==> config.mk <==
export PLATFORM = sky130hd
export DESIGN_NAME = night_window_screen_power_fsm_flat
export DESIGN_NICKNAME = d
export VERILOG_FILES = /design/src/design/nwsp_pkg.sv /design/src/design/nwsp_in_if.sv /design/src/design/nwsp_out_if.sv /design/src/design/nwsp_update.sv /design/src/design/night_window_screen_power_fsm.sv /design/src/flat_wrapper.sv
export SDC_FILE = /design/constraint.sdc
export NUM_CORES = 1
export LEC_CHECK = 0
export BUFFER_PORTS_ARGS = -buffer_cell sky130_fd_sc_hd__buf_2
export CORE_ASPECT_RATIO = 1.25
export CORE_MARGIN = 4
export CORE_UTILIZATION = 50
export CTS_CLUSTER_DIAMETER = 30
export CTS_CLUSTER_SIZE = 30
export DETAILED_ROUTE_END_ITERATION = 6
export HOLD_SLACK_MARGIN = 0.1
export PLACE_DENSITY = 0.68
export SLEW_MARGIN = 0
export SYNTH_ARGS = -nofsm -noshare
export SYNTH_HDL_FRONTEND = slang
export SYNTH_SLANG_ARGS = --single-unit
==> constraint.sdc <==
create_clock -name clk -period 11.35 [get_ports clk]
set_input_delay 3.405 -clock clk [delete_from_list [all_inputs] [get_ports clk]]
set_output_delay 3.405 -clock clk [all_outputs]
set_load 0.03 [all_outputs]
==> src/design/nwsp_pkg.sv <==
`default_nettype none
package nwsp_pkg;

  localparam int DUTY_BITS_DEF = 13;
  localparam int TIME_W = 40;
  localparam int MIN_W = 11;
  localparam int HOLD_W = 16;
  localparam int FRAC_W = 14;
  localparam int FRAC_SHIFT = 13;
  localparam int CFG_IDX_W = 3;
  localparam int CFG_DATA_W = 16;

  localparam logic [TIME_W-1:0] SYNC_THRESHOLD = 40'd1700000000;
  localparam logic [FRAC_W-1:0] FRAC_ONE = 14'd8192;

  localparam logic [CFG_IDX_W-1:0] CFG_ENABLE = 3'd0;
  localparam logic [CFG_IDX_W-1:0] CFG_NIGHT_START = 3'd1;
  localparam logic [CFG_IDX_W-1:0] CFG_NIGHT_END = 3'd2;
  localparam logic [CFG_IDX_W-1:0] CFG_WAKE_HOLD = 3'd3;
  localparam logic [CFG_IDX_W-1:0] CFG_BRIGHTNESS = 3'd4;

  localparam logic [MIN_W-1:0] NIGHT_START_RST = 11'd1110;
  localparam logic [MIN_W-1:0] NIGHT_END_RST = 11'd530;
  localparam logic [HOLD_W-1:0] WAKE_HOLD_RST = 16'd60;
  localparam logic [FRAC_W-1:0] BRIGHTNESS_RST = 14'd4096;

  typedef enum logic [1:0] {
    MODE_ON   = 2'd0,
    MODE_OFF  = 2'd1,
    MODE_WAKE = 2'd2
  } mode_t;

  typedef struct packed {
    logic              enable;
    logic [MIN_W-1:0]  dusk_min;
    logic [MIN_W-1:0]  dawn_min;
    logic [HOLD_W-1:0] wake_hold;
    logic [FRAC_W-1:0] brightness;
  } cfg_t;

  typedef struct packed {
    mode_t             mode;
    logic [TIME_W-1:0] wake_ts;
  } state_t;

endpackage
`default_nettype wire

==> src/design/nwsp_in_if.sv <==
`default_nettype none
interface nwsp_in_if;
  logic                          valid;
  logic                          ready;
  logic                          command;
  logic [nwsp_pkg::TIME_W-1:0]   now_seconds;
  logic [nwsp_pkg::MIN_W-1:0]    minute_of_day;

  modport source (output valid, command, now_seconds, minute_of_day, input ready);
  modport sink (input valid, command, now_seconds, minute_of_day, output ready);
endinterface
`default_nettype wire

==> src/design/nwsp_out_if.sv <==
`default_nettype none
interface nwsp_out_if #(
  parameter int DUTY_BITS = nwsp_pkg::DUTY_BITS_DEF
);
  logic                 valid;
  logic                 ready;
  logic                 panel_on;
  logic [DUTY_BITS-1:0] backlight_duty;
  logic [1:0]           screen_mode;
  logic                 mode_changed;

  modport source (output valid, panel_on, backlight_duty, screen_mode, mode_changed,
                  input ready);
  modport sink (input valid, panel_on, backlight_duty, screen_mode, mode_changed,
                output ready);
endinterface
`default_nettype wire

==> src/design/nwsp_update.sv <==
`default_nettype none
module nwsp_update #(
  parameter int DUTY_BITS = nwsp_pkg::DUTY_BITS_DEF
) (
  input  wire nwsp_pkg::cfg_t                  cfg,
  input  wire nwsp_pkg::state_t                st,
  input  wire logic                            command,
  input  wire logic [nwsp_pkg::TIME_W-1:0]     now_seconds,
  input  wire logic [nwsp_pkg::MIN_W-1:0]      minute_of_day,
  output nwsp_pkg::state_t                     st_nxt,
  output logic                                 changed,
  output logic [DUTY_BITS-1:0]                 duty
);

  localparam logic [DUTY_BITS-1:0] DMAX = {DUTY_BITS{1'b1}};
  localparam int PROD_W = DUTY_BITS + nwsp_pkg::FRAC_W;

  logic                          night;
  logic                          synced;
  logic                          expired;
  logic [nwsp_pkg::TIME_W-1:0]   diff;
  logic [nwsp_pkg::FRAC_W-1:0]   b_sat;
  logic [nwsp_pkg::FRAC_W-1:0]   b_inv;
  logic [PROD_W-1:0]             prod;
  logic [DUTY_BITS-1:0]          on_duty;

  always_comb begin
    if (cfg.dusk_min > cfg.dawn_min) begin
      night = (minute_of_day >= cfg.dusk_min) || (minute_of_day < cfg.dawn_min);
    end else begin
      night = (minute_of_day >= cfg.dusk_min) && (minute_of_day < cfg.dawn_min);
    end
  end

  assign synced  = now_seconds > nwsp_pkg::SYNC_THRESHOLD;
  assign diff    = now_seconds - st.wake_ts;
  assign expired = !diff[nwsp_pkg::TIME_W-1] &&
                   (diff >= {{(nwsp_pkg::TIME_W-nwsp_pkg::HOLD_W){1'b0}}, cfg.wake_hold});

  always_comb begin
    st_nxt  = st;
    changed = 1'b0;
    if (!command) begin
      if (!cfg.enable || !synced || !night) begin
        if (st.mode != nwsp_pkg::MODE_ON) begin
          st_nxt.mode = nwsp_pkg::MODE_ON;
          changed     = 1'b1;
        end
      end else if (st.mode == nwsp_pkg::MODE_ON) begin
        st_nxt.mode = nwsp_pkg::MODE_OFF;
        changed     = 1'b1;
      end else if (st.mode == nwsp_pkg::MODE_WAKE && expired) begin
        st_nxt.mode = nwsp_pkg::MODE_OFF;
        changed     = 1'b1;
      end
    end else if (cfg.enable && st.mode == nwsp_pkg::MODE_OFF && night) begin
      st_nxt.mode    = nwsp_pkg::MODE_WAKE;
      st_nxt.wake_ts = now_seconds;
      changed        = 1'b1;
    end
  end

  // inverted duty: floor(DMAX * (1 - b)), b saturated at full
  assign b_sat   = (cfg.brightness > nwsp_pkg::FRAC_ONE) ? nwsp_pkg::FRAC_ONE : cfg.brightness;
  assign b_inv   = nwsp_pkg::FRAC_ONE - b_sat;
  assign prod    = PROD_W'(DMAX) * PROD_W'(b_inv);
  assign on_duty = prod[nwsp_pkg::FRAC_SHIFT +: DUTY_BITS];
  assign duty    = (st_nxt.mode == nwsp_pkg::MODE_OFF) ? DMAX : on_duty;

endmodule
`default_nettype wire

==> src/design/night_window_screen_power_fsm.sv <==
`default_nettype none
// Night-window display power controller. Each input beat (tick or touch with
// epoch seconds and minute of day) yields exactly one result beat with the
// panel enable, inverted backlight duty, screen mode and a changed flag. An
// input register feeds one pass of compare/update logic into the result
// register: one beat per cycle while the output is not stalled; an accepted
// beat is held in the input register, then in the result register. A stalled
// result holds the input register; the input backs up once it is full.
// Config registers (cfg_index 0..4) must be written only while idle.
module night_window_screen_power_fsm #(
  parameter int DUTY_BITS = nwsp_pkg::DUTY_BITS_DEF
) (
  input  wire logic                                clk,
  input  wire logic                                rst_n,
  nwsp_in_if.sink                                  in_chan,
  nwsp_out_if.source                               out_chan,
  input  wire logic                                cfg_we,
  input  wire logic [nwsp_pkg::CFG_IDX_W-1:0]      cfg_index,
  input  wire logic [nwsp_pkg::CFG_DATA_W-1:0]     cfg_wdata
);

  nwsp_pkg::cfg_t                 cfg_r;
  nwsp_pkg::state_t               st_r;
  nwsp_pkg::state_t               st_nxt;

  logic                           s1_v_r;
  logic                           s1_cmd_r;
  logic [nwsp_pkg::TIME_W-1:0]    s1_now_r;
  logic [nwsp_pkg::MIN_W-1:0]     s1_min_r;
  logic                           s1_move;

  logic                           out_v_r;
  logic                           out_panel_r;
  logic [DUTY_BITS-1:0]           out_duty_r;
  logic [1:0]                     out_mode_r;
  logic                           out_chg_r;

  logic                           changed;
  logic [DUTY_BITS-1:0]           duty;

  assign s1_move       = s1_v_r && (!out_v_r || out_chan.ready);
  assign in_chan.ready = !s1_v_r || s1_move;

  always_ff @(posedge clk) begin
    if (!rst_n) begin
      cfg_r.enable      <= 1'b0;
      cfg_r.dusk_min    <= nwsp_pkg::NIGHT_START_RST;
      cfg_r.dawn_min    <= nwsp_pkg::NIGHT_END_RST;
      cfg_r.wake_hold   <= nwsp_pkg::WAKE_HOLD_RST;
      cfg_r.brightness  <= nwsp_pkg::BRIGHTNESS_RST;
    end else if (cfg_we) begin
      unique case (cfg_index)
        nwsp_pkg::CFG_ENABLE:      cfg_r.enable      <= cfg_wdata[0];
        nwsp_pkg::CFG_NIGHT_START: cfg_r.dusk_min    <= cfg_wdata[nwsp_pkg::MIN_W-1:0];
        nwsp_pkg::CFG_NIGHT_END:   cfg_r.dawn_min    <= cfg_wdata[nwsp_pkg::MIN_W-1:0];
        nwsp_pkg::CFG_WAKE_HOLD:   cfg_r.wake_hold   <= cfg_wdata[nwsp_pkg::HOLD_W-1:0];
        nwsp_pkg::CFG_BRIGHTNESS:  cfg_r.brightness  <= cfg_wdata[nwsp_pkg::FRAC_W-1:0];
        default: ;
      endcase
    end
  end

  always_ff @(posedge clk) begin
    if (!rst_n) begin
      s1_v_r <= 1'b0;
    end else if (in_chan.ready) begin
      s1_v_r <= in_chan.valid;
    end
  end

  always_ff @(posedge clk) begin
    if (in_chan.valid && in_chan.ready) begin
      s1_cmd_r <= in_chan.command;
      s1_now_r <= in_chan.now_seconds;
      s1_min_r <= in_chan.minute_of_day;
    end
  end

  nwsp_update #(
    .DUTY_BITS(DUTY_BITS)
  ) u_update (
    .cfg           (cfg_r),
    .st            (st_r),
    .command       (s1_cmd_r),
    .now_seconds   (s1_now_r),
    .minute_of_day (s1_min_r),
    .st_nxt        (st_nxt),
    .changed       (changed),
    .duty          (duty)
  );

  always_ff @(posedge clk) begin
    if (!rst_n) begin
      st_r.mode    <= nwsp_pkg::MODE_ON;
      st_r.wake_ts <= '0;
      out_v_r      <= 1'b0;
    end else begin
      if (s1_move) begin
        st_r    <= st_nxt;
        out_v_r <= 1'b1;
      end else if (out_chan.ready) begin
        out_v_r <= 1'b0;
      end
    end
  end

  always_ff @(posedge clk) begin
    if (s1_move) begin
      out_panel_r <= (st_nxt.mode != nwsp_pkg::MODE_OFF);
      out_duty_r  <= duty;
      out_mode_r  <= st_nxt.mode;
      out_chg_r   <= changed;
    end
  end

  assign out_chan.valid          = out_v_r;
  assign out_chan.panel_on       = out_panel_r;
  assign out_chan.backlight_duty = out_duty_r;
  assign out_chan.screen_mode    = out_mode_r;
  assign out_chan.mode_changed   = out_chg_r;

endmodule
`default_nettype wire

==> src/flat_wrapper.sv <==
// flat-port wrapper written by rule: the top's interface ports become plain ports
module night_window_screen_power_fsm_flat 
#(
  parameter int DUTY_BITS = nwsp_pkg::DUTY_BITS_DEF
)
  (clk, rst_n, cfg_we, cfg_index, cfg_wdata, in_chan_valid, in_chan_command, in_chan_now_seconds, in_chan_minute_of_day, in_chan_ready, out_chan_valid, out_chan_panel_on, out_chan_backlight_duty, out_chan_screen_mode, out_chan_mode_changed, out_chan_ready);
  nwsp_in_if in_chan_i ();
  nwsp_out_if #(.DUTY_BITS(DUTY_BITS)) out_chan_i ();
  input  wire logic clk;
  input  wire logic rst_n;
  input  wire logic cfg_we;
  input  wire logic [nwsp_pkg::CFG_IDX_W-1:0] cfg_index;
  input  wire logic [nwsp_pkg::CFG_DATA_W-1:0] cfg_wdata;
  input wire logic [$bits(in_chan_i.valid)-1:0] in_chan_valid;
  input wire logic [$bits(in_chan_i.command)-1:0] in_chan_command;
  input wire logic [$bits(in_chan_i.now_seconds)-1:0] in_chan_now_seconds;
  input wire logic [$bits(in_chan_i.minute_of_day)-1:0] in_chan_minute_of_day;
  output wire logic [$bits(in_chan_i.ready)-1:0] in_chan_ready;
  output wire logic [$bits(out_chan_i.valid)-1:0] out_chan_valid;
  output wire logic [$bits(out_chan_i.panel_on)-1:0] out_chan_panel_on;
  output wire logic [$bits(out_chan_i.backlight_duty)-1:0] out_chan_backlight_duty;
  output wire logic [$bits(out_chan_i.screen_mode)-1:0] out_chan_screen_mode;
  output wire logic [$bits(out_chan_i.mode_changed)-1:0] out_chan_mode_changed;
  input wire logic [$bits(out_chan_i.ready)-1:0] out_chan_ready;
  assign in_chan_i.valid = in_chan_valid;
  assign in_chan_i.command = in_chan_command;
  assign in_chan_i.now_seconds = in_chan_now_seconds;
  assign in_chan_i.minute_of_day = in_chan_minute_of_day;
  assign in_chan_ready = in_chan_i.ready;
  assign out_chan_valid = out_chan_i.valid;
  assign out_chan_panel_on = out_chan_i.panel_on;
  assign out_chan_backlight_duty = out_chan_i.backlight_duty;
  assign out_chan_screen_mode = out_chan_i.screen_mode;
  assign out_chan_mode_changed = out_chan_i.mode_changed;
  assign out_chan_i.ready = out_chan_ready;
  night_window_screen_power_fsm #(.DUTY_BITS(DUTY_BITS)) u_core (.clk(clk), .rst_n(rst_n), .in_chan(in_chan_i), .out_chan(out_chan_i), .cfg_we(cfg_we), .cfg_index(cfg_index), .cfg_wdata(cfg_wdata));
endmodule
After elaboration in Yosys (flattened, before gate mapping)
Cells that the tools add are included.

operators by class
  add/subtract/negate cells = 2
  multipliers = 1
  div/mod/pow operators = 0
  order comparisons = 6
  equal/unequal tests = 8
  shift operators = 0
  multiplexer cells = 16
  bitwise operators = 0
  reductions and logical operators = 28

operator list
  cell                                                              count
  2-to-1 mux 42 bit                                                 1
  >= comparator 40 x 16 -> 1 bit                                    1
  greater-than comparator 40 x 31 -> 1 bit (second input constant)  1
  subtractor 40 bit                                                 1
  multiplier 13 x 14 -> 26 bit (first input constant)               1
  greater-than comparator 14 bit (second input constant)            1
  2-to-1 mux 14 bit                                                 1
  subtractor 14 bit (first input constant)                          1
  >= comparator 11 bit                                              1
  greater-than comparator 11 bit                                    1
  less-than comparator 11 bit                                       1
  2-to-1 mux 2 bit                                                  5
  AND reduction 2 bit                                               5
  2-to-1 mux 1 bit                                                  9
  logical AND 1 bit                                                 7
  equality test 3 x 2 -> 1 bit (second input constant)              2
  zero test 1 bit                                                   6
  logical OR 1 bit                                                  5
  equality test 2 x 1 -> 1 bit (second input constant)              2
  nonzero test 2 bit                                                2
  equality test 3 x 1 -> 1 bit (second input constant)              1
  equality test 3 bit (second input constant)                       1
  zero test 3 bit                                                   1
  AND reduction 3 bit                                               1
  other kinds (3)                                                   3

storage, ports and cells
  bits in registers = 166
  bits in latches = 0
  bits in writable memories = 0
  ROM bits = 0
  output and inout bits = 19
  memories = 0

Logic depth before layout (Yosys ltp)
  depth after elaboration = 9
  depth in mapped cells = 35
  mapped depth without buffers = 33

Hierarchy
A second synthesis with hierarchy kept.

unflattened totals
  cell total of the unflattened synthesis = 1604
  area, all modules = 14445.1 um2

modules (own cells, without submodules)
  module                         instances  cells an instance  area an instance (um2)  sequential area each (um2)
  nwsp_update                    1          1144               8702.1                  0.0
  night_window_screen_power_fsm  1          460                5743.0                  4013.8

Worst setup path after synthesis
No wires, ideal clock.

  kind = register -> register
  from = reg u_core.cfg_r[2] (netlist name)
  to = reg u_core.out_duty_r[5] (netlist: u_core.out_chan.backlight_duty[5]), data pin
  setup time = 276 ps
  arrival time = 7229 ps
  slack = 3845 ps
  cell stages (with the launch flop) = 35
  path buffers = 2
  cell sequence = dfxtp_1 clkbuf_1 or3_1 nor2_1 nand2_1 nand2_1 nand2_1 ha_1 clkbuf_1 o21ai_2 or3_1 a31o_2 inv_1 xnor2_1 inv_1 ha_1 a21oi_1 xnor2_1 ha_1 fa_1 fa_1 inv_1 fa_1 inv_1 ha_1 or2_2 a21oi_1 inv_1 a31oi_1 a31oi_1 o21a_1 or2_2 a21oi_1 xor2_1 nand3_1

between the ends
  cells in the longest elaborated chain, start to end = 4

ends and longest elaborated chain
  what                            RTL line                              source
  start, declared                 night_window_screen_power_fsm.sv:22   nwsp_pkg::cfg_t cfg_r;
  greater-than comparator 14 bit  nwsp_update.sv:64                     assign b_sat = (cfg.brightness > nwsp_pkg::FRAC_ONE) ? nwsp_pkg::FRAC_ONE : cfg.brightness;
  2-to-1 mux 14 bit *             nwsp_update.sv:64
  subtractor 14 bit *             nwsp_update.sv:65                     assign b_inv = nwsp_pkg::FRAC_ONE - b_sat;
  multiplier 13 x 14 -> 26 bit *  nwsp_update.sv:66                     assign prod = PROD_W'(DMAX) * PROD_W'(b_inv);
  end signal, assigned            night_window_screen_power_fsm.sv:110  out_duty_r <= duty;
  end, declared                   night_window_screen_power_fsm.sv:34   logic [DUTY_BITS-1:0] out_duty_r;

Every way passes the cells marked *; elsewhere a longest branch is shown, timed or not.
A chain may end at the register's enable or synchronous reset.

Worst setup path in the final report
  from = reg u_core.cfg_r[1] (netlist name)
  to = reg u_core.out_duty_r[5] (netlist: u_core.out_chan.backlight_duty[5]), data pin

The elaborated chain is that of the path after synthesis.

==> impl_metrics.tcl <==
set metrics [dict create \
    drt_iter0_drc 541 \
    rows 67 \
    critPathCaptureType "flip-flop" \
    cts-hold-fix-buffers 0 \
    timing.hold.ws_ns 0.4690 \
    cts.sinks 166 \
    final_common_cell "inv_1" \
    finalCritPeriodShare 0.7307 \
    r2r_start "u_core.cfg_r[1]$_SDFFE_PN0P_" \
    synth.largest_area_cell "edfxtp_1" \
    layout_common_cells "inv_1, nand2_1, ha_1, dfxtp_1, buf_2" \
    diodes 0 \
    ctsResizeCount 0 \
    rsz0062_at_grt "no" \
    fmax_mhz 120.6 \
    wirelength_um 33860 \
    vias 10900 \
    post-route-min-period_ns 8.293 \
    hold_viol 0 \
    syn_area_per_cell_um2 8.986 \
    cpPeakStageDelay_ns 0.55 \
    hold_class "reg2reg" \
    clk_path_buf_depth 2 \
    dp_hpwl_um 27650 \
    dieArea_um2 30460 \
    routedWlPerCell_um 17.20 \
    io_buffers 94 \
    slew_headroom 0.2667 \
    viasPerCell 5.538 \
    post_dp_cell_area_um2 14590 \
    cts_tree "yes" \
    initial_utilization 0.5118 \
    synth_top_area_frac 0.1495 \
    synth_nets 1841 \
    dr.pass1.iters 5 \
    min-delay-start "u_core.cfg_r[33]$_SDFFE_PN0P_" \
    nets 1910 \
    synth-edff-count 69 \
    crit_fanout 10 \
    ys_warn_count 0 \
    groute.usage.overall 0.2273 \
    core_um2 27080 \
    async_flop_share 0 \
    die_height_um 194.1 \
    drc 0 \
    cp.arrival_ns 8.42 \
    grt_pass1_wl_um 56190 \
    gp_congestion 0.9021 \
    ios 95 \
    dp_slack_ns 3.058 \
    power_density_nw_per_um2 271.6 \
    layout-drive-gt1-share 0.09421 \
    rrSetupSlack_ns 3.06 \
    tightest_slew_ns 1.098 \
    crit_required_ns 11.48 \
    yosysSeqAreaShare 0.2897 \
    clock_latency_ns 0.43 \
    syn_area_um2 13860 \
    cp_slowest_cell "fa_1" \
    grt_pass1_vias 11110 \
    irDropWorstVdd_mv 0.2786 \
    cts-root-buf "clkbuf_16" \
    finalClockSkew_ns 0.01511 \
    run_status "finished, final reports clean" \
    postRouteAntennaNets 0 \
    fp.dieW_um 156.9 \
    p_leak_uw 0.006432 \
    post_synth_inst_count 1542 \
    synth_ff_type "dfxtp_1" \
    ys_ff_latch 166 \
    post-cts-setup-buffers 0 \
    final_area_um2 15140 \
    fin_tns_setup_ns 0 \
    synth_cell_type_count 75 \
    setup_slack_ns 3.057 \
    synth.area.top_cells "edfxtp_1, ha_1, dfxtp_1, fa_1, inv_1" \
    worstSetupStartpoint "u_core.cfg_r[1]$_SDFFE_PN0P_" \
    setup_viol_count_final 0 \
    final_util 0.5591 \
    overflow 0 \
    htreeDepth 4 \
    max_cap_violations 0 \
    area_growth_pct 9.255 \
    grt_max_degree 97 \
    slew_violations 0 \
    antenna_found_initial 0 \
    clk_pin_slew_ns 0.06 \
    start_kind "flip-flop" \
    worst-setup-path-type "reg2reg" \
    cts_made_buffers 17 \
    crit_top_cell "inv_1" \
]
[sequential cells by signal, indices dropped and copies added (netlist names)]
signal	cells
u_core.cfg_r	53
u_core.st_r	42
u_core.s1_now_r	40
u_core.out_chan.backlight_duty	13
u_core.s1_min_r	11
u_core.out_chan.screen_mode	2
u_core.out_chan.mode_changed	1
u_core.out_chan.panel_on	1
u_core.out_chan.valid	1
u_core.s1_cmd_r	1
u_core.s1_v_r	1
[area by class of cell]
| cell class | instances | area [µm²] |
|---|---|---|
| fillers | 2525 | 11940 |
| repair buffers | 98 | 500.5 |
| clock inverters | 7 | 43.79 |
| inverters | 196 | 735.7 |
| clock buffers | 25 | 508.0 |
| flip-flops and latches | 166 | 4014 |
| well taps | 345 | 431.7 |
| multi-input cells | 1132 | 8906 |
[synthesized netlist by cell type (7+ instances only)]
cell type,number
inv_1,196
nand2_1,171
ha_1,163
dfxtp_1,97
a21oi_1,84
edfxtp_1,69
nor2_1,65
fa_1,60
nor2b_1,53
mux2i_1,44
o21ai_0,44
xnor2_1,44
a21boi_0,41
xor2_1,37
clkbuf_1,36
a21o_1,31
o211ai_1,28
nand3_1,27
nand4_1,23
o21a_1,23
nor3_1,22
a31oi_1,13
nand2b_1,13
nor4_1,13
or3_1,11
a211oi_1,9
a221oi_1,8
and3_1,8
buf_2,8
o21bai_1,8
or2_2,7
[critical path, delay by kind of cell (launching register included)]
kind / cells / cell delay [ns]
XOR/XNOR: 3 / 0.84
buffers and inverters: 5 / 0.41
AND/OR/NAND/NOR: 7 / 1.73
AO/OA/AOI/OAI: 7 / 1.69
flip-flops: 1 / 0.36
adder cells (fa/ha/maj): 7 / 2.96
[report_power, final]
part           internal [µW]  switching (µW)
Combinational           1210            1550
Clock                    312             239
Sequential               785            20.1
[metal layers]
| layer | routed length (µm) | vias to the layer above | GRT usage |
|---|---|---|---|
| li1 | - | 5520 | - |
| met1 | 14680 | 5122 | 0.2838 |
| met2 | 16980 | 207 | 0.3970 |
| met3 | 1072 | 55 | 0.03215 |
| met4 | 1129 | 0 | 0.08135 |
| met5 | 0 | - | 0 |
[final timing paths]
check	endpoint	depth (start not counted)
worst max-delay path	u_core.out_chan.backlight_duty[5]$_SDFFCE_PN1P_	29
worst min register to register	u_core.cfg_r[33]$_SDFFE_PN0P_	2
worst max register to register	u_core.out_chan.backlight_duty[5]$_SDFFCE_PN1P_	29
worst min-delay path	u_core.cfg_r[33]$_SDFFE_PN0P_	2
[stage by stage]
| step | cells | total power [µW] |
|---|---|---|
| after floorplan | 1542 | 2992 |
| after global placement | 1937 | 3512 |
| after detailed placement | 1937 | 3582 |
| after CTS | 1969 | 4163 |
| after global routing | 1969 | 4621 |
| final | 1969 | 4111 |
[logic make-up after synthesis]
family          Yosys count  synth area share
compound gates          340            0.1664
flops                   166            0.2897
buf+inv                 244           0.06817
mux                      45           0.03260
simple gates            437            0.1529
xor+xnor                 83           0.05354
fa+ha+maj               227            0.2367
Note: power is estimated with default switching activity, not from simulation.
